--- config.mk ---
export PLATFORM = sky130hd
export DESIGN_NAME = vector_distance_or_cosine
export DESIGN_NICKNAME = d
export VERILOG_FILES = /design/src/rtl/vdc_pkg.sv /design/src/rtl/vector_distance_or_cosine.sv
export SDC_FILE = /design/constraint.sdc
export NUM_CORES = 2
export LEC_CHECK = 0
export ABC_CLOCK_PERIOD_IN_PS = 12140
export BUFFER_PORTS_ARGS = -buffer_cell sky130_fd_sc_hd__buf_2
export CORE_MARGIN = 2
export CORE_UTILIZATION = 66
export DETAILED_ROUTE_END_ITERATION = 10
export PLACE_DENSITY = 0.83
export SYNTH_ARGS = -nofsm -noshare
export SYNTH_HDL_FRONTEND = slang
export SYNTH_SLANG_ARGS = --single-unit
--- constraint.sdc ---
create_clock -name clk -period 12.14 [get_ports clk]
set_input_delay 0.607 -clock clk [delete_from_list [all_inputs] [get_ports clk]]
set_output_delay 0.607 -clock clk [all_outputs]
set_load 0.02 [all_outputs]
--- src/rtl/vdc_pkg.sv ---
// Types and constants shared by the vector distance and cosine similarity block.
`default_nettype none
package vdc_pkg;

  localparam int ELEM_WIDTH  = 16;
  localparam int ELEM_FRAC   = ELEM_WIDTH - 4;
  localparam int MAG_W       = ELEM_WIDTH;
  localparam int ACC_WIDTH   = 48;
  localparam int DIST_WIDTH  = 32;
  localparam int EUC_SHIFT   = 40 - 2 * ELEM_WIDTH;
  localparam int COS_SHIFT   = 14;
  localparam int SQRT_STEPS  = 32;
  localparam int DIV_STEPS   = 17;
  localparam int CNT_W       = $clog2(SQRT_STEPS);
  localparam int COS_ONE     = 65536;

  typedef struct packed {
    logic signed [ELEM_WIDTH-1:0] elem_a;
    logic signed [ELEM_WIDTH-1:0] elem_b;
    logic                         last_elem;
  } in_item_t;

  typedef struct packed {
    logic signed [DIST_WIDTH-1:0] distance;
    logic                         zero_norm;
  } out_item_t;

  typedef enum logic [3:0] {
    ST_IDLE,
    ST_MUL_DD,
    ST_MUL_AA,
    ST_MUL_BB,
    ST_MUL_AB,
    ST_ACC_AB,
    ST_START,
    ST_SQRT_E,
    ST_SQRT_A,
    ST_SQRT_B,
    ST_MUL_D,
    ST_DIV_CHK,
    ST_DIV,
    ST_FIN
  } state_t;

endpackage
`default_nettype wire

--- src/rtl/vector_distance_or_cosine.sv ---
// Top level of the streaming Euclidean distance / cosine similarity engine.
//
// Usage: element pairs (elem_a, elem_b, signed Q3.12) arrive on the in_ channel with a
// valid/ready handshake; the pair with last_elem set closes the vectors. One result
// (distance, signed Q15.16, and zero_norm) leaves on the out_ channel per vector pair.
// cfg_we writes metric_mode: 0 for Euclidean distance, 1 for cosine similarity.
// Each pair is transferred and then keeps the engine busy, taking no new pair, while
// the single 32x32 multiplier is used four times (squared difference, both
// squares, cross product) and the last product is accumulated. After the last pair
// has been accumulated the result takes one 32-step square root for Euclidean
// distance; in cosine mode it goes straight to the output register when a norm is zero,
// ends at the range check when that already caps the cosine at one, and otherwise
// takes two 32-step square roots, one multiply, a range check and a 17-step
// restoring divide, all on shared units.
// The result sits in an output register, so a stalled receiver blocks the engine
// only when a second result is finished before the first transfer completes; new
// pairs are taken meanwhile. Synchronous active-low reset clears the accumulators,
// the mode register, the sequencer and the output valid.
`default_nettype none
module vector_distance_or_cosine (
  input  wire logic               clk,
  input  wire logic               rst_n,
  input  wire logic               in_valid,
  output logic                    in_ready,
  input  wire vdc_pkg::in_item_t  in_data,
  output logic                    out_valid,
  input  wire logic               out_ready,
  output vdc_pkg::out_item_t      out_data,
  input  wire logic               cfg_we,
  input  wire logic               cfg_wdata
);
  import vdc_pkg::*;

  // Saturating unsigned accumulate.
  function automatic logic [ACC_WIDTH-1:0] sat_uadd(input logic [ACC_WIDTH-1:0] acc,
                                                    input logic [ACC_WIDTH-1:0] p);
    logic [ACC_WIDTH:0] s;
    s = {1'b0, acc} + {1'b0, p};
    return s[ACC_WIDTH] ? {ACC_WIDTH{1'b1}} : s[ACC_WIDTH-1:0];
  endfunction

  state_t state_r, state_nxt;

  // Control state.
  logic                  mode_r;
  logic                  out_valid_r;
  out_item_t             out_data_r;
  logic [ACC_WIDTH-1:0]  sq_acc_r, na_acc_r, nb_acc_r;
  logic signed [ACC_WIDTH-1:0] dot_acc_r;

  // Per-pair operands.
  logic [MAG_W-1:0]      a_mag_r, b_mag_r, d_mag_r;
  logic                  neg_r, last_r;

  // Shared multiplier.
  logic [31:0]           mul_a, mul_b;
  logic [63:0]           mul_p, prod_r;

  // Shared square-root unit (two radicand bits per step).
  logic [63:0]           sq_val_r;
  logic [31:0]           sq_root_r;
  logic [33:0]           sq_rem_r;
  logic [35:0]           sq_rem_sh, sq_trial, sq_diff;
  logic                  sq_ge;
  logic [31:0]           sq_root_nxt;
  logic [33:0]           sq_rem_nxt;
  logic [CNT_W-1:0]      cnt_r;
  logic [31:0]           ra_r, rb_r;

  // Restoring divider for |dot| * 2^30 / (ra * rb).
  logic [61:0]           dv_rem_r, dv_rem_nxt;
  logic [DIV_STEPS-1:0]  dv_q_r, dv_q_nxt;
  logic [62:0]           dv_rsh, dv_den, dv_sub, dv_num_chk;
  logic                  dv_ge;
  logic [ACC_WIDTH-1:0]  dot_mag;
  logic [DIST_WIDTH-1:0] cos_q, cos_signed;

  // Result holding register.
  logic [DIST_WIDTH-1:0] res_r;
  logic                  res_zf_r;

  // Accumulate helpers.
  logic [ACC_WIDTH:0]    dot_sum, pm_ext;
  logic signed [ACC_WIDTH-1:0] dot_nxt;

  // Input pair decode.
  logic [MAG_W:0]        diff;
  logic [MAG_W-1:0]      d_mag_in, a_mag_in, b_mag_in;

  logic sq_done, dv_done, norm_zero, fin_load;

  // Input decode: magnitudes and the sign of the cross product.
  always_comb begin
    diff     = {in_data.elem_a[MAG_W-1], in_data.elem_a}
             - {in_data.elem_b[MAG_W-1], in_data.elem_b};
    d_mag_in = diff[MAG_W] ? MAG_W'(-diff) : diff[MAG_W-1:0];
    a_mag_in = in_data.elem_a[MAG_W-1] ? MAG_W'(-in_data.elem_a) : in_data.elem_a;
    b_mag_in = in_data.elem_b[MAG_W-1] ? MAG_W'(-in_data.elem_b) : in_data.elem_b;
  end

  assign mul_p = {32'b0, mul_a} * {32'b0, mul_b};

  // Square-root step.
  always_comb begin
    sq_rem_sh   = {sq_rem_r, sq_val_r[63:62]};
    sq_trial    = {2'b0, sq_root_r, 2'b01};
    sq_ge       = sq_rem_sh >= sq_trial;
    sq_diff     = sq_rem_sh - sq_trial;
    sq_rem_nxt  = sq_ge ? sq_diff[33:0] : sq_rem_sh[33:0];
    sq_root_nxt = {sq_root_r[30:0], sq_ge};
  end

  // Divide step and final scaling of the cosine.
  always_comb begin
    dot_mag    = dot_acc_r[ACC_WIDTH-1] ? ACC_WIDTH'(-dot_acc_r) : dot_acc_r;
    dv_den     = {1'b0, prod_r[61:0]};
    dv_num_chk = {2'b0, dot_mag, 13'b0};
    dv_rsh     = {dv_rem_r, 1'b0};
    dv_ge      = dv_rsh >= dv_den;
    dv_sub     = dv_rsh - dv_den;
    dv_rem_nxt = dv_ge ? dv_sub[61:0] : dv_rsh[61:0];
    dv_q_nxt   = {dv_q_r[DIV_STEPS-2:0], dv_ge};
    cos_q      = (dv_q_nxt > DIV_STEPS'(COS_ONE)) ? DIST_WIDTH'(COS_ONE)
                                                  : DIST_WIDTH'(dv_q_nxt);
    cos_signed = dot_acc_r[ACC_WIDTH-1] ? -cos_q : cos_q;
  end

  // Dot product accumulate with saturation at the signed 48-bit limits.
  always_comb begin
    pm_ext  = {{(ACC_WIDTH+1-32){1'b0}}, prod_r[31:0]};
    dot_sum = {dot_acc_r[ACC_WIDTH-1], dot_acc_r} + (neg_r ? -pm_ext : pm_ext);
    if (dot_sum[ACC_WIDTH] != dot_sum[ACC_WIDTH-1]) begin
      dot_nxt = dot_sum[ACC_WIDTH] ? {1'b1, {(ACC_WIDTH-1){1'b0}}}
                                   : {1'b0, {(ACC_WIDTH-1){1'b1}}};
    end else begin
      dot_nxt = dot_sum[ACC_WIDTH-1:0];
    end
  end

  assign sq_done   = (cnt_r == CNT_W'(SQRT_STEPS - 1));
  assign dv_done   = (cnt_r == CNT_W'(DIV_STEPS - 1));
  assign norm_zero = (na_acc_r == '0) || (nb_acc_r == '0);

  // Next-state logic of the sequencer.
  always_comb begin
    state_nxt = state_r;
    case (state_r)
      ST_IDLE:    if (in_valid) state_nxt = ST_MUL_DD;
      ST_MUL_DD:  state_nxt = ST_MUL_AA;
      ST_MUL_AA:  state_nxt = ST_MUL_BB;
      ST_MUL_BB:  state_nxt = ST_MUL_AB;
      ST_MUL_AB:  state_nxt = ST_ACC_AB;
      ST_ACC_AB:  state_nxt = last_r ? ST_START : ST_IDLE;
      ST_START: begin
        if (!mode_r) state_nxt = ST_SQRT_E;
        else if (norm_zero) state_nxt = ST_FIN;
        else state_nxt = ST_SQRT_A;
      end
      ST_SQRT_E:  if (sq_done) state_nxt = ST_FIN;
      ST_SQRT_A:  if (sq_done) state_nxt = ST_SQRT_B;
      ST_SQRT_B:  if (sq_done) state_nxt = ST_MUL_D;
      ST_MUL_D:   state_nxt = ST_DIV_CHK;
      ST_DIV_CHK: state_nxt = (dv_num_chk >= dv_den) ? ST_FIN : ST_DIV;
      ST_DIV:     if (dv_done) state_nxt = ST_FIN;
      ST_FIN:     if (fin_load) state_nxt = ST_IDLE;
      default:    state_nxt = ST_IDLE;
    endcase
  end

  // Output logic of the sequencer: handshake and multiplier operand select.
  // The root product stays on the multiplier through the range check and the
  // divide, so prod_r keeps the divisor for all of those cycles.
  always_comb begin
    in_ready = 1'b0;
    fin_load = 1'b0;
    mul_a    = '0;
    mul_b    = '0;
    case (state_r)
      ST_IDLE:   in_ready = 1'b1;
      ST_MUL_DD: begin
        mul_a = 32'(d_mag_r);
        mul_b = 32'(d_mag_r);
      end
      ST_MUL_AA: begin
        mul_a = 32'(a_mag_r);
        mul_b = 32'(a_mag_r);
      end
      ST_MUL_BB: begin
        mul_a = 32'(b_mag_r);
        mul_b = 32'(b_mag_r);
      end
      ST_MUL_AB: begin
        mul_a = 32'(a_mag_r);
        mul_b = 32'(b_mag_r);
      end
      ST_MUL_D, ST_DIV_CHK, ST_DIV: begin
        mul_a = ra_r;
        mul_b = rb_r;
      end
      ST_FIN:    fin_load = !out_valid_r || out_ready;
      default: begin
        in_ready = 1'b0;
      end
    endcase
  end

  // Control registers and accumulators.
  always_ff @(posedge clk) begin
    if (!rst_n) begin
      state_r     <= ST_IDLE;
      mode_r      <= 1'b0;
      out_valid_r <= 1'b0;
      sq_acc_r    <= '0;
      na_acc_r    <= '0;
      nb_acc_r    <= '0;
      dot_acc_r   <= '0;
    end else begin
      state_r <= state_nxt;
      if (cfg_we) mode_r <= cfg_wdata;
      if (fin_load) begin
        out_valid_r <= 1'b1;
      end else if (out_ready) begin
        out_valid_r <= 1'b0;
      end
      case (state_r)
        ST_MUL_AA: sq_acc_r  <= sat_uadd(sq_acc_r, prod_r[ACC_WIDTH-1:0]);
        ST_MUL_BB: na_acc_r  <= sat_uadd(na_acc_r, prod_r[ACC_WIDTH-1:0]);
        ST_MUL_AB: nb_acc_r  <= sat_uadd(nb_acc_r, prod_r[ACC_WIDTH-1:0]);
        ST_ACC_AB: dot_acc_r <= dot_nxt;
        ST_FIN: begin
          if (fin_load) begin
            sq_acc_r  <= '0;
            na_acc_r  <= '0;
            nb_acc_r  <= '0;
            dot_acc_r <= '0;
          end
        end
        default: begin
          sq_acc_r <= sq_acc_r;
        end
      endcase
    end
  end

  // Datapath registers.
  always_ff @(posedge clk) begin
    prod_r <= mul_p;
    if (fin_load) out_data_r <= '{distance: res_r, zero_norm: res_zf_r};
    case (state_r)
      ST_IDLE: begin
        a_mag_r <= a_mag_in;
        b_mag_r <= b_mag_in;
        d_mag_r <= d_mag_in;
        neg_r   <= in_data.elem_a[MAG_W-1] ^ in_data.elem_b[MAG_W-1];
        last_r  <= in_data.last_elem;
      end
      ST_START: begin
        sq_root_r <= '0;
        sq_rem_r  <= '0;
        cnt_r     <= '0;
        res_r     <= '0;
        res_zf_r  <= mode_r;
        sq_val_r  <= mode_r ? (64'(na_acc_r) << COS_SHIFT) : (64'(sq_acc_r) << EUC_SHIFT);
      end
      ST_SQRT_E, ST_SQRT_A, ST_SQRT_B: begin
        sq_val_r  <= {sq_val_r[61:0], 2'b00};
        sq_rem_r  <= sq_rem_nxt;
        sq_root_r <= sq_root_nxt;
        cnt_r     <= cnt_r + CNT_W'(1);
        if (sq_done) begin
          sq_root_r <= '0;
          sq_rem_r  <= '0;
          sq_val_r  <= 64'(nb_acc_r) << COS_SHIFT;
          if (state_r == ST_SQRT_E) begin
            res_r    <= sq_root_nxt;
            res_zf_r <= 1'b0;
          end
          if (state_r == ST_SQRT_A) ra_r <= sq_root_nxt;
          if (state_r == ST_SQRT_B) rb_r <= sq_root_nxt;
        end
      end
      ST_DIV_CHK: begin
        res_zf_r <= 1'b0;
        cnt_r    <= '0;
        dv_q_r   <= '0;
        dv_rem_r <= dv_num_chk[61:0];
        res_r    <= dot_acc_r[ACC_WIDTH-1] ? -DIST_WIDTH'(COS_ONE) : DIST_WIDTH'(COS_ONE);
      end
      ST_DIV: begin
        dv_rem_r <= dv_rem_nxt;
        dv_q_r   <= dv_q_nxt;
        cnt_r    <= cnt_r + CNT_W'(1);
        if (dv_done) res_r <= cos_signed;
      end
      default: begin
        cnt_r <= cnt_r;
      end
    endcase
  end

  assign out_valid = out_valid_r;
  assign out_data  = out_data_r;

  // The sequencer is busy on the cycle after every input transfer.
  a_busy_after_accept: assert property (@(posedge clk) disable iff (!rst_n)
    in_valid && in_ready |=> !in_ready)
    else $error("input accepted on back-to-back cycles");

  // A zero-norm result always carries a zero distance.
  a_zero_norm_value: assert property (@(posedge clk) disable iff (!rst_n)
    out_valid && out_data.zero_norm |-> out_data.distance == '0)
    else $error("zero_norm result with nonzero distance");

  // Results stay within the cosine floor and the Euclidean root range.
  a_result_range: assert property (@(posedge clk) disable iff (!rst_n)
    out_valid |-> (out_data.distance >= -32'sd65536) && (out_data.distance < 32'sh1000_0000))
    else $error("result outside reachable range");

endmodule
`default_nettype wire

Word level (Yosys, flattened, before mapping)
Cells that the tools add are included.
{"block": "totals", "wordCells": 156, "out_inout_bits": 35, "input_bits": 39, "reg_bits": 653}
{"block": "classes", "bitwise_logic": 1, "mul": 1, "n_reduce_logical": 31, "n_addsub": 14, "mux": 54, "n_lt_le_gt_ge": 4, "eq_ne": 24}
{"cell": "case mux 32 bit (4 select lines)", "n": 3}
{"cell": "case mux 48 bit (2 select lines)", "n": 4}
{"cell": "2-to-1 mux 48 bit", "n": 7}
{"cell": "2-to-1 mux 32 bit", "n": 6}
{"cell": "adder 48 x 48 -> 49 bit", "n": 3}
{"cell": "case mux 64 bit (2 select lines)", "n": 1}
{"cell": "2-to-1 mux 62 bit", "n": 2}
{"cell": "case mux 62 bit (2 select lines)", "n": 1}
{"cell": "logical NOT 48 bit", "n": 2}
{"cell": "2-to-1 mux 34 bit", "n": 2}
{"cell": "case mux 34 bit (2 select lines)", "n": 1}
{"cell": "2-to-1 mux 64 bit", "n": 1}
{"cell": "case mux 32 bit (2 select lines)", "n": 1}
{"cell": "greater-or-equal comparator 63 x 62 -> 1 bit", "n": 1}
{"cell": "greater-or-equal comparator 61 x 62 -> 1 bit", "n": 1}
{"cell": "multiplier 32 x 32 -> 62 bit", "n": 1}
{"cell": "subtractor 62 bit", "n": 1}
{"cell": "case mux 4 bit (14 select lines)", "n": 1}
{"cell": "adder 49 bit", "n": 1}
{"cell": "2-to-1 mux 49 bit", "n": 1}
{"cell": "negator 32 -> 49 bit", "n": 1}
{"cell": "negator 16 bit", "n": 3}
{"cell": "negator 48 bit", "n": 1}
{"cell": "greater-or-equal comparator 36 x 34 -> 1 bit", "n": 1}
{"cell": "other kinds (35)", "n": 82}

Logic depth before layout (Yosys ltp)
{"block": "depth", "ltp_word": 7, "ltp_mapped": 40, "mapped_depth_nobuf": 34}

Worst setup path after synthesis
No wires, ideal clock.
{"block": "synth_timing", "kind": "reg2reg", "startpoint": "reg state_r[2]", "endpoint": "reg sq_rem_r[0], enable pin", "synth_period_minus_slack_ns": 10.077, "arrival_ns": 9.306, "path_stages_with_launch": 4, "slack_ns": 2.063, "setup_ns": 0.771, "required_time_ns": 11.369, "path_buffers": 1, "path_cell_list": "dfxtp_1 -> clkbuf_1 -> nand2b_1 -> o21ai_0"}
{"block": "synth_between", "elab_chain_len": 3, "elab_cells_between_ends": 6, "cone_classes": "eq/ne (4); reduce/logical (2)"}
{"item": "start, declared", "line_no": "vector_distance_or_cosine.sv:42", "text": "state_t state_r, state_nxt;"}
{"item": "start signal, assigned", "line_no": "vector_distance_or_cosine.sv:218", "text": "state_r <= state_nxt;"}
{"item": "== test 4 x 3 -> 1 bit / == test 4 bit (equally long branches)", "line_no": "vector_distance_or_cosine.sv:249", "text": "case (state_r)"}
{"item": "OR reduction 3 bit", "line_no": "vector_distance_or_cosine.sv:249"}
{"item": "nonzero test 2 bit (no line) (*)"}
{"item": "end signal, assigned", "line_no": "vector_distance_or_cosine.sv:267", "text": "sq_rem_r <= sq_rem_nxt;"}
{"item": "end, declared", "line_no": "vector_distance_or_cosine.sv:62", "text": "logic [33:0] sq_rem_r;"}
Mark *: on every way between the ends. The rest lies on a longest branch, timed or not.
A chain may end at the register's enable or synchronous reset.

Worst setup path in the final report
{"block": "layout_timing", "startpoint": "reg state_r[3]", "endpoint": "reg prod_r[45]"}
{"block": "layout_between", "elab_chain_len": 4, "elab_cells_between_ends": 13, "cone_classes": "mul (1); eq/ne (7); mux (2); reduce/logical (3)"}
{"item": "== test 4 bit, or another cell as far along", "line_no": "vector_distance_or_cosine.sv:178", "text": "case (state_r)"}
{"item": "OR reduction 3 bit / OR reduction 2 bit (equally long branches)"}
{"item": "case mux 32 bit (4 select lines)", "line_no": "vector_distance_or_cosine.sv:178"}
{"item": "multiplier 32 x 32 -> 62 bit (*)", "line_no": "vector_distance_or_cosine.sv:101", "text": "assign mul_p = {32'b0, mul_a} * {32'b0, mul_b};"}
{"item": "named net mul_p[45]", "line_no": "vector_distance_or_cosine.sv:57", "text": "logic [63:0] mul_p, prod_r;"}
{"item": "end signal, assigned", "line_no": "vector_distance_or_cosine.sv:247", "text": "prod_r <= mul_p;"}
{"item": "end, declared", "line_no": "vector_distance_or_cosine.sv:57"}
Mark *: on every way through the listed nets, which the timed path passes. The rest lies on a longest branch.

==> qor.csv <==
stage,metric,value,unit
timing,slew_viol_final,0,
final_layout,n_fill_cell,8819,
final_layout,mostFrequentLayoutCells,"inv_1, nand2_1, fa_1, nor2_1, ha_1",
clock_tree,cts_buffer_depth,3,
place,placed_area,0.07854,sq mm
timing,setup_viol,0,
clock_tree,post_cts_buffers,0,
critical_path,reg2reg_to,prod_r[45],
timing,fin_tns_setup,0,ns
clock_tree,cts_tree,yes,
floorplan,core.rowCount,125,
place,gp_congestion,1.086,
clock_tree,clk_pin_slew,0.07,ns
timing,period_share,95.66,%
synthesis,synth_edf_count,385,
place,dp_hpwl,191400,microns
timing,tightest_slew,1.394,ns
power,power.density,129.7,mW/mm^2
critical_path,cp_top_family,adder cells,
critical_path,crit_buf_inv,7,
detailed_routing,drt_iter0_markers,8564,
power,leakage,36.89,nW
final_layout,final_cell_area,0.08099,sq mm
synthesis,ys_types,86,
min_path,min_to,mode_r,
min_path,min-delay-start,cfg_wdata,
clock_tree,clock_latency,0.68,ns
detailed_routing,vias_per_cell,6.580,
global_routing,grt_start_max_net_pins,90,
final_layout,final_common_cell,inv_1,
timing,skew,0.04285,ns
critical_path,crit_type,reg -> reg,
critical_path,cp_max_fo,24,
floorplan,fp.dieW,345.1,microns
clock_tree,cts_resized,0,
timing,fin_crit,11.61,ns
timing,slew_headroom,6.559,%
detailed_routing,vias,66937,
synthesis,ys_seq_elements,645,
synthesis,yosysWarnings,0,
run,maxCapViolations,0,
critical_path,slowest_stage,and2_1,
global_routing,grt_usage,41.44,%
critical_path,worst_r2r_startpoint,state_r[3],
clock_tree,root_buffer,clkbuf_16,
synthesis,syn_nets,10301,
detailed_routing,drtPass1Iterations,10,
global_routing,grt_pass1_wl,382600,microns
clock_tree,numClockSinks,645,
synthesis,synth_cells,8752,
clock_tree,hold_buffers,0,
detailed_routing,totalWireLength,247900,microns
final_layout,drive_gt1_share,4.408,%
final_layout,syn_to_final_growth,5.446,%
critical_path,rrSetupSlack,0.53,ns
timing,grt_setup_unrepaired,no,
synthesis,syn_area_per_cell,8.776,sq um
synthesis,synth_ff_type,edfxtp_1,
final_layout,layout.nets,10133,
critical_path,r2r_cells,33,
timing,hold_viol_final,0,
min_path,whs_path_depth,3,
place,pre_cts_ws,0.8513,ns
floorplan,ioPinCount,74,
critical_path,start_kind,register,
global_routing,grt_pass1_vias,66455,
synthesis,synth-async-reset-ratio,0,%
clock_tree,htreeDepth,3,
floorplan,start_util,66.36,%
synthesis,seq_area_frac_synth,21.83,%
min_path,hp-class,in -> reg,
detailed_routing,drc,0,
critical_path,crit_top_cell,fa_1,
floorplan,fp.coreArea,0.1157,sq mm
global_routing,grt-ovfl-total,0,
critical_path,max_stage_delay,0.88,ns
detailed_routing,routedWlPerCell,24.37,microns
floorplan,die_h,345.1,microns
critical_path,end_kind,register,
detailed_routing,drtAntennaViolNets,0,
timing,fmaxAchievable,86.11,MHz
timing,fin_ws,0.5266,ns
critical_path,cp.required,12.70,ns
critical_path,worstPathArrival,12.17,ns
synthesis,mappedNetlistArea,0.07680,sq mm
place,port_buffers,73,
global_routing,antenna_found_initial,19,
power,peakVddDrop,0.1851,mV
status,status,"finished, final reports clean",
floorplan,floorplan.die_area,0.1191,sq mm
clock_tree,cts_buffers,71,
## how the worst max path moves through the flow
stage               startpoint     endpoint  slack (ns)  depth (start not counted)
floorplan           state_r[2]  sq_rem_r[0]        2.06                          3
global placement    state_r[3]   prod_r[61]        1.08                         33
detailed placement  state_r[3]   prod_r[41]        0.85                         33
CTS                 state_r[3]   prod_r[41]        0.84                         33
global route        state_r[3]   prod_r[45]        0.10                         33
finish              state_r[3]   prod_r[45]        0.53                         33
## synthesized netlist by cell type, types with 65 or more instances
| library cell | number | area [sq um] |
|---|---|---|
| nand4_1 | 73 | 456.7 |
| nor2_1 | 839 | 3149 |
| fa_1 | 901 | 18040 |
| o21a_1 | 72 | 540.5 |
| nor2b_1 | 80 | 500.5 |
| a211oi_1 | 174 | 1306 |
| nand3_1 | 109 | 545.5 |
| xor2_1 | 145 | 1270 |
| dfxtp_1 | 260 | 5205 |
| xnor2_1 | 295 | 2584 |
| a21oi_1 | 580 | 2903 |
| a31oi_1 | 65 | 406.6 |
| edfxtp_1 | 385 | 11560 |
| ha_1 | 609 | 7620 |
| o21ai_0 | 305 | 1526 |
| and2_1 | 100 | 625.6 |
| clkbuf_1 | 420 | 1577 |
| nand2_1 | 1001 | 3757 |
| nor3_1 | 83 | 415.4 |
| inv_1 | 1143 | 4290 |
| a21o_1 | 233 | 1749 |
| and3_1 | 121 | 757.0 |
## where the power goes
group	internal (W)	switching (W)
Combinational	0.00183	0.00360
Clock	0.00127	0.00103
Sequential	0.00251	0.000262
## flip-flops by register name, summed over array words and instances (netlist names), 4 cells and up
register   flops
prod_r        62
sq_acc_r      48
na_acc_r      48
sq_root_r     32
out_data      33
sq_val_r      56
a_mag_r       16
sq_rem_r      34
b_mag_r       16
cnt_r          5
dot_acc_r     48
nb_acc_r      48
res_r         32
state_r        4
d_mag_r       16
dv_rem_r      62
dv_q_r        16
ra_r          32
rb_r          32
## cell type report
class | instances | area (sq um) | share of cell area, %
Sequential cell | 645 | 16770 | 20.71
Clock buffer | 82 | 1881 | 2.322
Timing Repair Buffer | 198 | 1316 | 1.625
Inverter | 1145 | 4300 | 5.310
Multi-Input combinational cell | 6523 | 54240 | 66.98
Clock inverter | 50 | 555.5 | 0.6860
Tap cell | 1524 | 1907 | 2.355
Antenna cell | 6 | 15.01 | 0.01854
## metrics by stage
| stage | std cells | hold slack, ns | util (%) | power (W) |
|---|---|---|---|---|
| detailed placement | 10035 | 0.4045 | 67.86 | 0.007953 |
| finish | 10173 | 0.2032 | 69.98 | 0.01050 |
| global route | 10168 | 0.1992 | 69.96 | 0.01102 |
| floorplan | 8752 | 0.4003 | - | 0.006282 |
| CTS | 10167 | 0.1825 | 69.96 | 0.01029 |
| global placement | 10035 | 0.4009 | 67.86 | 0.007833 |
## logic make-up after synthesis
logic type / synth area share [%]
adder cells (fa/ha/maj): 33.41
multiplexers: 0.8487
AND/OR/NAND/NOR: 15.19
XOR/XNOR: 5.018
AO/OA/AOI/OAI: 15.96
buffers and inverters: 7.743
flip-flops: 21.83
## metal layers
metal  GRT usage, %  up-vias  part of all wire [%]
met5              0        -                 0.064
met4          26.63       26                   8.0
met3          12.11     1118                    14
met2          61.64     4405                    43
met1          53.08    32241                    36
li1               -    29147                     -
## worst reg2reg max path: cells and delay by family, from the launching register on
kind                       cells  cell delay, ns
buffers and inverters          7            0.58
AOI/OAI and AO/OA              7            2.23
and+or+nand+nor               10            3.55
adders and majority gates      9            4.46
DFF                            1            0.69
(Power assumes the default switching activity.)
